### config.mk
export PLATFORM = sky130hd
export DESIGN_NAME = linear_keyframe_path_interpolator_core_flat
export DESIGN_NICKNAME = d
export VERILOG_FILES = /design/src/design/kfi_pkg.sv /design/src/design/kfi_if.sv /design/src/design/kfi_div_unit.sv /design/src/design/kfi_point_mem.sv /design/src/design/kfi_lerp_unit.sv /design/src/design/linear_keyframe_path_interpolator_core.sv /design/src/flat_wrapper.sv
export SDC_FILE = /design/constraint.sdc
export NUM_CORES = 2
export LEC_CHECK = 0
export ABC_CLOCK_PERIOD_IN_PS = 12500
export BUFFER_PORTS_ARGS = -buffer_cell sky130_fd_sc_hd__clkbuf_2
export CORE_MARGIN = 2
export CORE_UTILIZATION = 63
export CTS_BUF_LIST = sky130_fd_sc_hd__clkbuf_4 sky130_fd_sc_hd__clkbuf_8 sky130_fd_sc_hd__clkbuf_16
export CTS_CLUSTER_SIZE = 25
export DETAILED_ROUTE_END_ITERATION = 8
export HOLD_SLACK_MARGIN = 0.15
export PLACE_DENSITY = 0.76
export SLEW_MARGIN = 20
export SYNTH_ARGS = -nofsm -noshare
export SYNTH_HDL_FRONTEND = slang
export SYNTH_SLANG_ARGS = --single-unit
### constraint.sdc
create_clock -name clk -period 12.5 [get_ports clk]
set_input_delay 1.875 -clock clk [delete_from_list [all_inputs] [get_ports clk]]
set_output_delay 1.875 -clock clk [all_outputs]
set_load 0.03 [all_outputs]
### src/design/kfi_pkg.sv
// Shared types, widths and constants for the keyframe path interpolator.
// No dependencies; every other design file imports this package.
`timescale 1ns / 1ps

package kfi_pkg;

  localparam int MAX_POINTS = 16;
  localparam int IDX_W      = $clog2(MAX_POINTS);
  localparam int SPAN_W     = 24;
  localparam int PC_W       = 5;
  localparam int COORD_W    = 32;
  localparam int DELTA_W    = 16;
  localparam int FRAC_W     = 16;
  localparam int PIDX_W     = 4;
  localparam int CMD_W      = 2;
  // elapsed < span before a tick adds delta, so it stays below 2^(SPAN_W+1)
  localparam int ELAPSED_W  = SPAN_W + 1;
  localparam int T_W        = ELAPSED_W + IDX_W;
  localparam int STEP_W     = $clog2(T_W + 1);
  localparam int POINT_W    = 3 * COORD_W;
  localparam int CFG_IDX_W  = 1;
  localparam int CFG_DATA_W = SPAN_W;

  localparam logic [SPAN_W-1:0] SPAN_RESET = SPAN_W'(1000);
  localparam logic [PC_W-1:0]   PC_RESET   = PC_W'(2);
  localparam logic [FRAC_W-1:0] FRAC_MAX   = '1;

  typedef enum logic [CMD_W-1:0] {
    CMD_LOAD  = 2'd0,
    CMD_START = 2'd1,
    CMD_TICK  = 2'd2
  } cmd_e;

  typedef enum logic [CFG_IDX_W-1:0] {
    CFG_SPAN        = 1'b0,
    CFG_POINT_COUNT = 1'b1
  } cfg_reg_e;

  typedef enum logic [3:0] {
    ST_IDLE,
    ST_TIME,
    ST_SEG_DIV,
    ST_SEG_CHK,
    ST_FRAC_DIV,
    ST_RD_A,
    ST_RD_B,
    ST_LERP_ISSUE,
    ST_LERP_DRAIN,
    ST_RD_LAST,
    ST_LAST_WR,
    ST_EMIT
  } state_t;

  typedef struct packed {
    logic              start;
    logic [STEP_W-1:0] steps;
    logic [SPAN_W-1:0] init_rem;
    logic [T_W-1:0]    dividend;
  } div_cmd_t;

  typedef struct packed {
    logic              done;
    logic [T_W-1:0]    quot;
    logic [SPAN_W-1:0] rem;
  } div_rsp_t;

endpackage

### src/design/kfi_if.sv
// Handshake channel interfaces: request input, result output, config writes.
// Depends on kfi_pkg for field widths.
`timescale 1ns / 1ps

interface kfi_in_if import kfi_pkg::*; ();
  logic                      valid;
  logic                      ready;
  logic [CMD_W-1:0]          cmd;
  logic [PIDX_W-1:0]         point_index;
  logic signed [COORD_W-1:0] coord_x;
  logic signed [COORD_W-1:0] coord_y;
  logic signed [COORD_W-1:0] coord_z;
  logic [DELTA_W-1:0]        delta;

  modport source (output valid, cmd, point_index, coord_x, coord_y, coord_z, delta,
                  input ready);
  modport sink   (input valid, cmd, point_index, coord_x, coord_y, coord_z, delta,
                  output ready);
endinterface

interface kfi_out_if import kfi_pkg::*; ();
  logic                      valid;
  logic                      ready;
  logic signed [COORD_W-1:0] pos_x;
  logic signed [COORD_W-1:0] pos_y;
  logic signed [COORD_W-1:0] pos_z;
  logic                      running;
  logic                      position_valid;

  modport source (output valid, pos_x, pos_y, pos_z, running, position_valid,
                  input ready);
  modport sink   (input valid, pos_x, pos_y, pos_z, running, position_valid,
                  output ready);
endinterface

interface kfi_cfg_if import kfi_pkg::*; ();
  logic                  valid;
  logic                  ready;
  logic [CFG_IDX_W-1:0]  index;
  logic [CFG_DATA_W-1:0] data;

  modport source (output valid, index, data, input ready);
  modport sink   (input valid, index, data, output ready);
endinterface

### src/design/kfi_div_unit.sv
// Shared restoring divider, one quotient bit per cycle.
// Used for both segment search and fraction; depends on kfi_pkg.
`timescale 1ns / 1ps

module kfi_div_unit import kfi_pkg::*; (
  input  logic              clk,
  input  logic              rst_n,
  input  div_cmd_t          cmd,
  input  logic [SPAN_W-1:0] divisor,
  output div_rsp_t          rsp
);

  logic              busy_r, busy_nxt;
  logic              done_r, done_nxt;
  logic [STEP_W-1:0] cnt_r, cnt_nxt;
  logic [SPAN_W-1:0] rem_r, rem_nxt;
  logic [T_W-1:0]    dvd_r, dvd_nxt;
  logic [T_W-1:0]    quo_r, quo_nxt;
  logic [SPAN_W:0]   trial;
  logic              qbit;

  // partial remainder stays below the divisor, so trial fits SPAN_W+1 bits
  assign trial = {rem_r, dvd_r[T_W-1]};
  assign qbit  = (trial >= {1'b0, divisor});

  always_comb begin
    busy_nxt = busy_r;
    done_nxt = 1'b0;
    cnt_nxt  = cnt_r;
    rem_nxt  = rem_r;
    dvd_nxt  = dvd_r;
    quo_nxt  = quo_r;
    if (cmd.start) begin
      busy_nxt = 1'b1;
      cnt_nxt  = cmd.steps;
      rem_nxt  = cmd.init_rem;
      dvd_nxt  = cmd.dividend;
      quo_nxt  = '0;
    end else if (busy_r) begin
      rem_nxt = qbit ? SPAN_W'(trial - {1'b0, divisor}) : trial[SPAN_W-1:0];
      dvd_nxt = {dvd_r[T_W-2:0], 1'b0};
      quo_nxt = {quo_r[T_W-2:0], qbit};
      cnt_nxt = cnt_r - STEP_W'(1);
      if (cnt_r == STEP_W'(1)) begin
        busy_nxt = 1'b0;
        done_nxt = 1'b1;
      end
    end
  end

  always_ff @(posedge clk) begin
    if (!rst_n) begin
      busy_r <= 1'b0;
      done_r <= 1'b0;
      cnt_r  <= '0;
    end else begin
      busy_r <= busy_nxt;
      done_r <= done_nxt;
      cnt_r  <= cnt_nxt;
    end
    rem_r <= rem_nxt;
    dvd_r <= dvd_nxt;
    quo_r <= quo_nxt;
  end

  assign rsp.done = done_r;
  assign rsp.quot = quo_r;
  assign rsp.rem  = rem_r;

  a_start_idle: assert property (@(posedge clk) disable iff (!rst_n)
    cmd.start |-> !busy_r)
    else $error("divider started while busy");

  a_last_step: assert property (@(posedge clk) disable iff (!rst_n)
    (busy_r && !cmd.start && cnt_r == STEP_W'(1)) |=> (done_r && !busy_r))
    else $error("divider did not finish after last step");

endmodule

### src/design/kfi_point_mem.sv
// Control point store: one write port, one read port, registered read data.
// Each word packs x, y, z; depends on kfi_pkg.
`timescale 1ns / 1ps

module kfi_point_mem import kfi_pkg::*; (
  input  logic               clk,
  input  logic               we,
  input  logic [IDX_W-1:0]   waddr,
  input  logic [POINT_W-1:0] wdata,
  input  logic               re,
  input  logic [IDX_W-1:0]   raddr,
  output logic [POINT_W-1:0] rdata
);

  logic [POINT_W-1:0] mem [MAX_POINTS];
  logic [POINT_W-1:0] rdata_r;

  always_ff @(posedge clk) begin
    if (we) begin
      mem[waddr] <= wdata;
    end
    if (re) begin
      rdata_r <= mem[raddr];
    end
  end

  assign rdata = rdata_r;

endmodule

### src/design/kfi_lerp_unit.sv
// Three-stage lerp pipe: a + floor((b - a) * frac / 2^16), one axis per request.
// Shared across x, y, z; depends on kfi_pkg.
`timescale 1ns / 1ps

module kfi_lerp_unit import kfi_pkg::*; (
  input  logic                      clk,
  input  logic                      rst_n,
  input  logic                      in_valid,
  input  logic signed [COORD_W-1:0] a,
  input  logic signed [COORD_W-1:0] b,
  input  logic [FRAC_W-1:0]         frac,
  output logic                      res_valid,
  output logic signed [COORD_W-1:0] res
);

  localparam int DIFF_W = COORD_W + 1;
  localparam int PROD_W = DIFF_W + FRAC_W + 1;

  logic                      v0_r, v1_r, v2_r;
  logic signed [DIFF_W-1:0]  diff_r;
  logic signed [COORD_W-1:0] a0_r, a1_r;
  logic [FRAC_W-1:0]         frac_r;
  logic signed [PROD_W-1:0]  prod_r;
  logic signed [COORD_W-1:0] res_r;

  always_ff @(posedge clk) begin
    if (!rst_n) begin
      v0_r <= 1'b0;
      v1_r <= 1'b0;
      v2_r <= 1'b0;
    end else begin
      v0_r <= in_valid;
      v1_r <= v0_r;
      v2_r <= v1_r;
    end
    diff_r <= $signed({b[COORD_W-1], b}) - $signed({a[COORD_W-1], a});
    a0_r   <= a;
    frac_r <= frac;
    prod_r <= PROD_W'(diff_r) * $signed({1'b0, frac_r});
    a1_r   <= a0_r;
    // arithmetic shift right by 16 is a floor; keep the low 32 bits
    res_r  <= a1_r + $signed(prod_r[FRAC_W +: COORD_W]);
  end

  assign res_valid = v2_r;
  assign res       = res_r;

endmodule

### src/design/linear_keyframe_path_interpolator_core.sv
// Keyframe path interpolator top: sequencer, state registers, output register.
// Depends on kfi_pkg, kfi_if, kfi_div_unit, kfi_point_mem, kfi_lerp_unit.
`timescale 1ns / 1ps
//
// Usage
//   in_chan  : requests. cmd LOAD writes control point point_index, START clears
//              elapsed time and sets running, TICK advances time by delta.
//   out_chan : one result per request: held position, running, position_valid.
//   cfg_chan : register writes (index 0 span, 1 point_count); always ready,
//              write only while no request is in flight.
// Sequence
//   LOAD, START, unknown commands and ticks that end or skip run pass from
//   acceptance through ST_EMIT to the output register. For a full tick, a 29-step
//   serial division finds the segment, a 16-step pass on the same divider
//   gives the fraction, two point reads, then the shared lerp pipe handles
//   x, y, z back to back. The divider sets the rate; one request at a time.
// Reset
//   rst_n (sync, active low) clears elapsed time, running, position_valid and
//   the held position; span returns to 1000 and point_count to 2. The point
//   store is not cleared: points must be loaded before use.
// Stalls
//   The result sits in an output register. A new request is taken while it
//   waits; that request's own result waits in ST_EMIT until out_chan drains.
//
module linear_keyframe_path_interpolator_core import kfi_pkg::*; (
  input  logic      clk,
  input  logic      rst_n,
  kfi_in_if.sink    in_chan,
  kfi_out_if.source out_chan,
  kfi_cfg_if.sink   cfg_chan
);

  state_t state_r, state_nxt;

  logic [SPAN_W-1:0]    span_r;
  logic [PC_W-1:0]      pc_r;
  logic [ELAPSED_W-1:0] elapsed_r, elapsed_nxt;
  logic                 active_r, active_nxt;
  logic                 has_pos_r, has_pos_nxt;
  logic [COORD_W-1:0]   held_x_r, held_x_nxt;
  logic [COORD_W-1:0]   held_y_r, held_y_nxt;
  logic [COORD_W-1:0]   held_z_r, held_z_nxt;
  logic [IDX_W-1:0]     seg_r, seg_nxt;
  logic [FRAC_W-1:0]    frac_r, frac_nxt;
  logic [POINT_W-1:0]   pa_r, pa_nxt;
  logic [1:0]           axis_r, axis_nxt;
  logic [1:0]           got_r, got_nxt;

  logic                 out_valid_r;
  logic [COORD_W-1:0]   out_x_r, out_y_r, out_z_r;
  logic                 out_run_r, out_pv_r;
  logic                 emit_go;

  logic                 in_acc;
  logic [SPAN_W-1:0]    sp;
  logic [PC_W-1:0]      n_cnt;
  logic [IDX_W-1:0]     nm1;
  logic [T_W-1:0]       t_val;
  logic [SPAN_W-1:0]    rem1;

  div_cmd_t             div_cmd;
  div_rsp_t             div_rsp;

  logic                 mem_we;
  logic [IDX_W-1:0]     mem_waddr;
  logic                 mem_re;
  logic [IDX_W-1:0]     mem_raddr;
  logic [POINT_W-1:0]   mem_rdata;

  logic                 lerp_in_valid;
  logic [COORD_W-1:0]   lerp_a, lerp_b;
  logic                 lerp_res_valid;
  logic [COORD_W-1:0]   lerp_res;

  // ---------------------------------------------------------------------------
  // Handshakes and derived values
  // ---------------------------------------------------------------------------
  assign in_chan.ready  = (state_r == ST_IDLE);
  assign cfg_chan.ready = 1'b1;
  assign in_acc         = in_chan.valid && in_chan.ready;
  assign emit_go        = (state_r == ST_EMIT) && (!out_valid_r || out_chan.ready);

  // zero span behaves as one
  assign sp = (span_r == '0) ? SPAN_W'(1) : span_r;

  // point count clamped to [2, MAX_POINTS]
  always_comb begin
    if (pc_r < PC_W'(2)) begin
      n_cnt = PC_W'(2);
    end else if (32'(pc_r) > MAX_POINTS) begin
      n_cnt = PC_W'(MAX_POINTS);
    end else begin
      n_cnt = pc_r;
    end
  end
  assign nm1 = IDX_W'(n_cnt - PC_W'(1));

  // scaled time, t = elapsed * (n-1); narrow constant-width multiply
  assign t_val = T_W'(elapsed_r) * T_W'(nm1);

  // remainder of (t-1)/span, plus one, gives 0 < rem <= span
  assign rem1 = div_rsp.rem + SPAN_W'(1);

  // ---------------------------------------------------------------------------
  // Sequencer: next state
  // ---------------------------------------------------------------------------
  always_comb begin
    state_nxt = state_r;
    case (state_r)
      ST_IDLE: begin
        if (in_acc) begin
          if (in_chan.cmd == CMD_TICK && active_r && (elapsed_r < ELAPSED_W'(sp))) begin
            state_nxt = ST_TIME;
          end else begin
            state_nxt = ST_EMIT;
          end
        end
      end
      ST_TIME: begin
        state_nxt = (t_val == '0) ? ST_RD_A : ST_SEG_DIV;
      end
      ST_SEG_DIV: begin
        if (div_rsp.done) begin
          state_nxt = ST_SEG_CHK;
        end
      end
      ST_SEG_CHK: begin
        if (div_rsp.quot == T_W'(nm1)) begin
          state_nxt = ST_EMIT;           // final segment: position holds
        end else if (div_rsp.quot > T_W'(nm1)) begin
          state_nxt = ST_RD_LAST;        // past the end: take the last point
        end else if (rem1 == sp) begin
          state_nxt = ST_RD_A;           // fraction saturates, no division
        end else begin
          state_nxt = ST_FRAC_DIV;
        end
      end
      ST_FRAC_DIV: begin
        if (div_rsp.done) begin
          state_nxt = ST_RD_A;
        end
      end
      ST_RD_A:       state_nxt = ST_RD_B;
      ST_RD_B:       state_nxt = ST_LERP_ISSUE;
      ST_LERP_ISSUE: begin
        if (axis_r == 2'd2) begin
          state_nxt = ST_LERP_DRAIN;
        end
      end
      ST_LERP_DRAIN: begin
        if (lerp_res_valid && got_r == 2'd2) begin
          state_nxt = ST_EMIT;
        end
      end
      ST_RD_LAST:    state_nxt = ST_LAST_WR;
      ST_LAST_WR:    state_nxt = ST_EMIT;
      ST_EMIT: begin
        if (emit_go) begin
          state_nxt = ST_IDLE;
        end
      end
      default:       state_nxt = ST_IDLE;
    endcase
  end

  // ---------------------------------------------------------------------------
  // Sequencer: datapath controls and register next values
  // ---------------------------------------------------------------------------
  always_comb begin
    elapsed_nxt   = elapsed_r;
    active_nxt    = active_r;
    has_pos_nxt   = has_pos_r;
    held_x_nxt    = held_x_r;
    held_y_nxt    = held_y_r;
    held_z_nxt    = held_z_r;
    seg_nxt       = seg_r;
    frac_nxt      = frac_r;
    pa_nxt        = pa_r;
    axis_nxt      = axis_r;
    got_nxt       = got_r;
    div_cmd       = '0;
    mem_we        = 1'b0;
    mem_waddr     = IDX_W'(in_chan.point_index);
    mem_re        = 1'b0;
    mem_raddr     = seg_r;
    lerp_in_valid = 1'b0;

    case (axis_r)
      2'd0: begin
        lerp_a = pa_r[2*COORD_W +: COORD_W];
        lerp_b = mem_rdata[2*COORD_W +: COORD_W];
      end
      2'd1: begin
        lerp_a = pa_r[COORD_W +: COORD_W];
        lerp_b = mem_rdata[COORD_W +: COORD_W];
      end
      default: begin
        lerp_a = pa_r[0 +: COORD_W];
        lerp_b = mem_rdata[0 +: COORD_W];
      end
    endcase

    // lerp results arrive x, y, z in order; shift them into the held position
    if (lerp_res_valid) begin
      held_x_nxt = held_y_r;
      held_y_nxt = held_z_r;
      held_z_nxt = lerp_res;
    end

    case (state_r)
      ST_IDLE: begin
        if (in_acc) begin
          case (in_chan.cmd)
            CMD_LOAD: begin
              mem_we = (32'(in_chan.point_index) < MAX_POINTS);
            end
            CMD_START: begin
              elapsed_nxt = '0;
              active_nxt  = 1'b1;
              has_pos_nxt = 1'b0;
            end
            CMD_TICK: begin
              if (active_r) begin
                if (elapsed_r >= ELAPSED_W'(sp)) begin
                  active_nxt = 1'b0;
                end else begin
                  elapsed_nxt = elapsed_r + ELAPSED_W'(in_chan.delta);
                end
              end
            end
            default: begin
            end
          endcase
        end
      end
      ST_TIME: begin
        if (t_val == '0) begin
          seg_nxt  = '0;
          frac_nxt = '0;
        end else begin
          div_cmd.start    = 1'b1;
          div_cmd.steps    = STEP_W'(T_W);
          div_cmd.init_rem = '0;
          div_cmd.dividend = t_val - T_W'(1);
        end
      end
      ST_SEG_CHK: begin
        seg_nxt = div_rsp.quot[IDX_W-1:0];
        if (div_rsp.quot < T_W'(nm1)) begin
          if (rem1 == sp) begin
            frac_nxt = FRAC_MAX;
          end else begin
            div_cmd.start    = 1'b1;
            div_cmd.steps    = STEP_W'(FRAC_W);
            div_cmd.init_rem = rem1;
            div_cmd.dividend = '0;
          end
        end
      end
      ST_FRAC_DIV: begin
        if (div_rsp.done) begin
          frac_nxt = div_rsp.quot[FRAC_W-1:0];
        end
      end
      ST_RD_A: begin
        mem_re    = 1'b1;
        mem_raddr = seg_r;
      end
      ST_RD_B: begin
        mem_re    = 1'b1;
        mem_raddr = seg_r + IDX_W'(1);
        pa_nxt    = mem_rdata;
        axis_nxt  = 2'd0;
        got_nxt   = 2'd0;
      end
      ST_LERP_ISSUE: begin
        lerp_in_valid = 1'b1;
        axis_nxt      = axis_r + 2'd1;
      end
      ST_LERP_DRAIN: begin
        if (lerp_res_valid) begin
          got_nxt = got_r + 2'd1;
          if (got_r == 2'd2) begin
            has_pos_nxt = 1'b1;
          end
        end
      end
      ST_RD_LAST: begin
        mem_re    = 1'b1;
        mem_raddr = nm1;
      end
      ST_LAST_WR: begin
        held_x_nxt  = mem_rdata[2*COORD_W +: COORD_W];
        held_y_nxt  = mem_rdata[COORD_W +: COORD_W];
        held_z_nxt  = mem_rdata[0 +: COORD_W];
        has_pos_nxt = 1'b1;
      end
      default: begin
      end
    endcase
  end

  // ---------------------------------------------------------------------------
  // Registers
  // ---------------------------------------------------------------------------
  always_ff @(posedge clk) begin
    if (!rst_n) begin
      state_r     <= ST_IDLE;
      span_r      <= SPAN_RESET;
      pc_r        <= PC_RESET;
      elapsed_r   <= '0;
      active_r    <= 1'b0;
      has_pos_r   <= 1'b0;
      held_x_r    <= '0;
      held_y_r    <= '0;
      held_z_r    <= '0;
      axis_r      <= '0;
      got_r       <= '0;
      out_valid_r <= 1'b0;
    end else begin
      state_r   <= state_nxt;
      elapsed_r <= elapsed_nxt;
      active_r  <= active_nxt;
      has_pos_r <= has_pos_nxt;
      held_x_r  <= held_x_nxt;
      held_y_r  <= held_y_nxt;
      held_z_r  <= held_z_nxt;
      axis_r    <= axis_nxt;
      got_r     <= got_nxt;
      if (cfg_chan.valid) begin
        case (cfg_chan.index)
          CFG_SPAN:        span_r <= cfg_chan.data[SPAN_W-1:0];
          CFG_POINT_COUNT: pc_r   <= cfg_chan.data[PC_W-1:0];
          default: begin
          end
        endcase
      end
      if (emit_go) begin
        out_valid_r <= 1'b1;
      end else if (out_chan.ready) begin
        out_valid_r <= 1'b0;
      end
    end
    seg_r  <= seg_nxt;
    frac_r <= frac_nxt;
    pa_r   <= pa_nxt;
    if (emit_go) begin
      out_x_r   <= held_x_r;
      out_y_r   <= held_y_r;
      out_z_r   <= held_z_r;
      out_run_r <= active_r;
      out_pv_r  <= has_pos_r;
    end
  end

  assign out_chan.valid          = out_valid_r;
  assign out_chan.pos_x          = out_x_r;
  assign out_chan.pos_y          = out_y_r;
  assign out_chan.pos_z          = out_z_r;
  assign out_chan.running        = out_run_r;
  assign out_chan.position_valid = out_pv_r;

  // ---------------------------------------------------------------------------
  // Submodules
  // ---------------------------------------------------------------------------
  kfi_div_unit u_div (
    .clk     (clk),
    .rst_n   (rst_n),
    .cmd     (div_cmd),
    .divisor (sp),
    .rsp     (div_rsp)
  );

  kfi_point_mem u_mem (
    .clk   (clk),
    .we    (mem_we),
    .waddr (mem_waddr),
    .wdata ({in_chan.coord_x, in_chan.coord_y, in_chan.coord_z}),
    .re    (mem_re),
    .raddr (mem_raddr),
    .rdata (mem_rdata)
  );

  kfi_lerp_unit u_lerp (
    .clk       (clk),
    .rst_n     (rst_n),
    .in_valid  (lerp_in_valid),
    .a         (lerp_a),
    .b         (lerp_b),
    .frac      (frac_r),
    .res_valid (lerp_res_valid),
    .res       (lerp_res)
  );

  // ---------------------------------------------------------------------------
  // Assertions
  // ---------------------------------------------------------------------------
  a_idle_tick: assert property (@(posedge clk) disable iff (!rst_n)
    (in_acc && in_chan.cmd == CMD_TICK && !active_r) |=> !active_r)
    else $error("tick while stopped changed running");

  a_pos_source: assert property (@(posedge clk) disable iff (!rst_n)
    $rose(has_pos_r) |-> ($past(state_r == ST_LERP_DRAIN) || $past(state_r == ST_LAST_WR)))
    else $error("position_valid set outside a tick");

  a_emit: assert property (@(posedge clk) disable iff (!rst_n)
    emit_go |=> (out_valid_r && state_r == ST_IDLE))
    else $error("result not loaded into output register");

endmodule

### src/flat_wrapper.sv
// flat-port wrapper written by rule: the top's interface ports become plain ports
module linear_keyframe_path_interpolator_core_flat import kfi_pkg::*;
  (clk, rst_n, in_chan_valid, in_chan_cmd, in_chan_point_index, in_chan_coord_x, in_chan_coord_y, in_chan_coord_z, in_chan_delta, in_chan_ready, out_chan_valid, out_chan_pos_x, out_chan_pos_y, out_chan_pos_z, out_chan_running, out_chan_position_valid, out_chan_ready, cfg_chan_valid, cfg_chan_index, cfg_chan_data, cfg_chan_ready);
  kfi_in_if in_chan_i ();
  kfi_out_if out_chan_i ();
  kfi_cfg_if cfg_chan_i ();
  input  logic clk;
  input  logic rst_n;
  input wire logic [$bits(in_chan_i.valid)-1:0] in_chan_valid;
  input wire logic [$bits(in_chan_i.cmd)-1:0] in_chan_cmd;
  input wire logic [$bits(in_chan_i.point_index)-1:0] in_chan_point_index;
  input wire logic [$bits(in_chan_i.coord_x)-1:0] in_chan_coord_x;
  input wire logic [$bits(in_chan_i.coord_y)-1:0] in_chan_coord_y;
  input wire logic [$bits(in_chan_i.coord_z)-1:0] in_chan_coord_z;
  input wire logic [$bits(in_chan_i.delta)-1:0] in_chan_delta;
  output wire logic [$bits(in_chan_i.ready)-1:0] in_chan_ready;
  output wire logic [$bits(out_chan_i.valid)-1:0] out_chan_valid;
  output wire logic [$bits(out_chan_i.pos_x)-1:0] out_chan_pos_x;
  output wire logic [$bits(out_chan_i.pos_y)-1:0] out_chan_pos_y;
  output wire logic [$bits(out_chan_i.pos_z)-1:0] out_chan_pos_z;
  output wire logic [$bits(out_chan_i.running)-1:0] out_chan_running;
  output wire logic [$bits(out_chan_i.position_valid)-1:0] out_chan_position_valid;
  input wire logic [$bits(out_chan_i.ready)-1:0] out_chan_ready;
  input wire logic [$bits(cfg_chan_i.valid)-1:0] cfg_chan_valid;
  input wire logic [$bits(cfg_chan_i.index)-1:0] cfg_chan_index;
  input wire logic [$bits(cfg_chan_i.data)-1:0] cfg_chan_data;
  output wire logic [$bits(cfg_chan_i.ready)-1:0] cfg_chan_ready;
  assign in_chan_i.valid = in_chan_valid;
  assign in_chan_i.cmd = in_chan_cmd;
  assign in_chan_i.point_index = in_chan_point_index;
  assign in_chan_i.coord_x = in_chan_coord_x;
  assign in_chan_i.coord_y = in_chan_coord_y;
  assign in_chan_i.coord_z = in_chan_coord_z;
  assign in_chan_i.delta = in_chan_delta;
  assign in_chan_ready = in_chan_i.ready;
  assign out_chan_valid = out_chan_i.valid;
  assign out_chan_pos_x = out_chan_i.pos_x;
  assign out_chan_pos_y = out_chan_i.pos_y;
  assign out_chan_pos_z = out_chan_i.pos_z;
  assign out_chan_running = out_chan_i.running;
  assign out_chan_position_valid = out_chan_i.position_valid;
  assign out_chan_i.ready = out_chan_ready;
  assign cfg_chan_i.valid = cfg_chan_valid;
  assign cfg_chan_i.index = cfg_chan_index;
  assign cfg_chan_i.data = cfg_chan_data;
  assign cfg_chan_ready = cfg_chan_i.ready;
  linear_keyframe_path_interpolator_core u_core (.clk(clk), .rst_n(rst_n), .in_chan(in_chan_i), .out_chan(out_chan_i), .cfg_chan(cfg_chan_i));
endmodule
==> summary by stage <==
Outcome
The run finished with clean final reports.

Placement
The weighted congestion reported at the end of routability-driven placement is 0.915. The count of buffers inserted at the top-level ports is 247. The HPWL reported at the end of detailed placement is 175000 um.

Synth
The leading area contributor after synthesis is edfxtp_1. Counting every net in the synthesized netlist gives 10302. The average cell area after synthesis is 12.1 sq um. In this run the cell area of the synthesized design comes to 113000 sq um. In this run, synthesis produced a sequential element count of 2276. The share of the Yosys chip area taken by registers is 57.2%. Ranked by total cell area, the synthesized netlist is headed by edfxtp_1 50%, fa_1 9.6%, dfxtp_1 6.7%. In the synthesized netlist the dominant register cell turns out to be edfxtp_1. The synthesized instance count is 9325. The synthesized design contains 1899 enable-type register cells. Yosys printed 0 warnings. The top cell type by area accounts for 50.5% of the synthesized area. The post-synthesis async set-or-reset flop share is 0%. The number of different library cells in the post-synthesis netlist is 89.

GRT
The global-route wire length before repair is 427000 um. Entering global routing, the biggest net connects 211 pins. The via count of the first global-routing pass came to 72808.

Across every metal layer, demand over resource in global routing totals 30.8%. The number of antenna violations at the first check in global routing is 40. Global routing finished with a remaining overflow of 0.

Floorplanning
The die boundary height is 427 um. Once the floorplan was initialized, standard cells occupied 63.4% of the core. After floorplanning, the core was sized to cover 178000 sq um. The I/O pin count is 249. The horizontal die dimension is 427 um. The die covers 183000 sq um. The number of placement rows is 155.

Critical path
In this run the worst path has a maximum fanout of 70. Walking the worst path, the cells encountered are o311ai_4, ha_1, nand2b_1, fa_1, inv_1, fa_1, ha_1, a211oi_1, o21ba_2, o211ai_1, a2111o_1, nand3b_1, nand2_1, o311ai_2, nor4_2, a21oi_4, buf_4, or3_2, buf_4. The largest single stage delay on the critical path is 0.73 ns. The worst endpoint data arrival time is 8.06 ns. The endpoint type of the worst setup path is a flop. STA classifies the critical path startpoint as a flop. The worst path buffer plus inverter count is 3. Data on the critical path is required at its endpoint by 12.97 ns. For this design, the slowest cell found on the critical path is ha_1.

The top cell family by delay on the critical path is compound AO/OA/AOI/OAI gates. The kind of critical path is reg -> reg.

STA
The worst path in the final design needs a cycle of 7.60 ns, including I/O delays and setup. The highest clock rate is 132 MHz. For the final routed database, the setup TNS stands at 0 ns. The slew of the pin with the lowest slew margin is 1.11 ns. The max-slew violation count is 0. The final setup violation count is 0. The final clock skew is 0.108 ns. The worst pin sits at a relative slew slack of 25.9%. After layout, the worst path uses 60.8% of the clock period.

The final-report hold violation count was 0. Setup repair after global routing left no endpoint under its margin.

Route
The DRC violation count after routing is 0. Summing over every cut layer, the via total after detailed routing is 73024. The total iterations of the first detailed-routing run is 6. The total wire length is 279000 um. In this run the remaining antenna-violating nets after routing total 0. After detailed routing, the average wire length per cell comes to 23.5 um. Dividing the detail-routed via count by the number of cells gives 6.13. In this run, the number of DRC markers left after iteration 0 of detailed routing was 7622.

Clock tree
The later pin in the worst-skew pair is clocked with a latency of 0.87 ns. The clock passes through at most 3 buffers. Clock tree synthesis inserted a total of 216 buffers.

Post-CTS timing repair inserted 0 buffers for setup. In this run the clock root is driven by a clkbuf_16. The clock slew seen by the registers of the worst setup and hold paths is 0.06 ns.

The number of sinks handled by clock tree synthesis is 2276. Buffers inserted to repair hold after CTS numbered 0. The count of H-tree levels built during CTS is 4. TritonCTS built the clock tree. The post-CTS resize count is 0.

Layout
The proportion of layout cells with a drive suffix above 1 is 8.37%. After filler insertion, the fill cell instance count of the layout stands at 12111. Compared with the post-synthesis result, the final layout area differs by 9.57%. The layout net count is 10325.

Run
Max-cap violations in this run came to 0.

Hold path
The path class of the tightest hold or removal check is reg -> reg.
-- path summary, 6_finish.rpt --
path	cells after the start	endpoint	startpoint	slack (ns)
min	0	u_core.u_lerp.a1_r[5]	u_core.u_lerp.a0_r[5]	0.31
min reg2reg	0	u_core.u_lerp.a1_r[5]	u_core.u_lerp.a0_r[5]	0.31
max	19	u_core.u_div.rem_r[18]	u_core.pc_r[1]	4.90
max reg2reg	19	u_core.u_div.rem_r[18]	u_core.pc_r[1]	4.90
-- synthesized netlist by cell type, types with 6 or more instances --
cell,n
and2_0,21
o211a_1,100
nand3b_1,7
o41ai_1,6
nor2_1,184
dfxtp_1,377
nor2b_1,47
clkbuf_1,479
fa_1,539
nor3_1,48
a21boi_0,30
inv_1,719
nor3b_1,7
a311oi_1,194
o21a_1,29
a31o_2,7
a2111oi_0,7
o21ai_0,111
o21bai_1,24
a22oi_1,40
ha_1,290
a21oi_1,379
a31oi_1,209
a22o_1,32
nand3_1,75
o22ai_1,22
buf_2,29
edfxtp_1,1899
a21o_1,81
a211oi_1,496
xor2_1,75
and3_1,29
o211ai_1,21
or3_1,10
nand4_1,32
mux2i_1,141
nand2_1,1572
nor4_1,17
buf_1,29
nand2b_1,43
and2_1,607
or4_1,6
xnor2_1,153
-- cells by family after synthesis --
group | Yosys count | synth area share (%)
muxes | 142 | 1.26
buffers and inverters | 1262 | 4.25
DFF | 2276 | 57.2
other | 1 | 0.00332
adders and majority gates | 829 | 12.8
xor gates and xnor gates | 228 | 1.77
AOI/OAI and AO/OA | 1849 | 11.5
and+or+nand+nor | 2738 | 11.3
-- area by class of cell --
class | instances | area, sq um | share of cell area [%]
Antenna cell | 15 | 37.5 | 0.0303
Clock buffer | 294 | 6110 | 4.94
Clock inverter | 112 | 1330 | 1.07
Inverter | 720 | 2710 | 2.19
Multi-Input combinational cell | 5787 | 43900 | 35.4
Sequential cell | 2276 | 64600 | 52.2
Tap cell | 2355 | 2950 | 2.38
Timing Repair Buffer | 347 | 2190 | 1.77
-- cells in the final DEF, fill, tap and decap left out, types with 46 or more instances in the layout --
master,n
edfxtp_1,1899
nand2_1,1571
inv_1,718
and2_1,607
fa_1,539
a211oi_1,496
a21oi_1,377
dfxtp_1,369
ha_1,288
clkbuf_2,246
clkbuf_16,218
a31oi_1,208
a311oi_1,194
nor2_1,169
xnor2_1,152
mux2i_1,141
o21ai_0,110
o211a_1,100
buf_4,84
a21o_1,81
nand3_1,75
xor2_1,75
clkbuf_4,62
nor2b_1,46
-- worst reg2reg max path, delay by kind of cell, from the launching register on --
kind / cells / cell delay [ns]
flops: 1 / 0.36
simple gates: 5 / 1.03
compound gates: 7 / 2.45
buf+inv: 3 / 1.24
fa+ha+maj: 4 / 2.10
-- state kept, by name (all words and copies together) (netlist names), 5 cells and up --
name	flops
u_core.u_div.quo_r	29
u_core.u_mem.mem	1536
u_core.u_mem.rdata	96
u_core.held_x_r	32
u_core.u_div.rem_r	24
u_core.frac_r	16
u_core.out_chan.pos_x	32
u_core.held_z_r	32
u_core.held_y_r	32
u_core.pa_r	96
u_core.u_lerp.diff_r	33
u_core.span_r	24
u_core.u_lerp.res	32
u_core.out_chan.pos_z	32
u_core.u_div.cnt_r	5
u_core.u_lerp.frac_r	16
u_core.elapsed_r	25
u_core.u_div.dvd_r	29
u_core.u_lerp.prod_r	32
u_core.pc_r	5
u_core.u_lerp.a0_r	32
u_core.u_lerp.a1_r	32
u_core.out_chan.pos_y	32
-- metal layers --
layer	up-vias	GRT usage, %	wire length [um]	share of wire, %
met3	597	4.86	19600	7.0
li1	33129	-	-	-
met1	36350	41.1	112000	40
met5	-	0	95	0.034
met4	14	13.2	11900	4.3
met2	2934	50.6	136000	49
-- per-stage QoR --
| step | hold slack [ns] | utilization (%) | setup WS [ns] | cells | instance area (sq um) |
|---|---|---|---|---|---|
| floorplan | 0.310 | - | 2.76 | 9325 | 113000 |
| global placement | 0.312 | 65.2 | 4.62 | 11483 | 116000 |
| detailed placement | 0.312 | 65.2 | 4.69 | 11485 | 116000 |
| CTS | 0.304 | 69.4 | 4.68 | 11891 | 124000 |
| global route | 0.304 | 69.4 | 4.43 | 11903 | 124000 |
| finish | 0.310 | 69.5 | 4.90 | 11906 | 124000 |
Power is not shown: default switching activity piles up to over one toggle a cycle in this logic, so the estimate is an artifact.
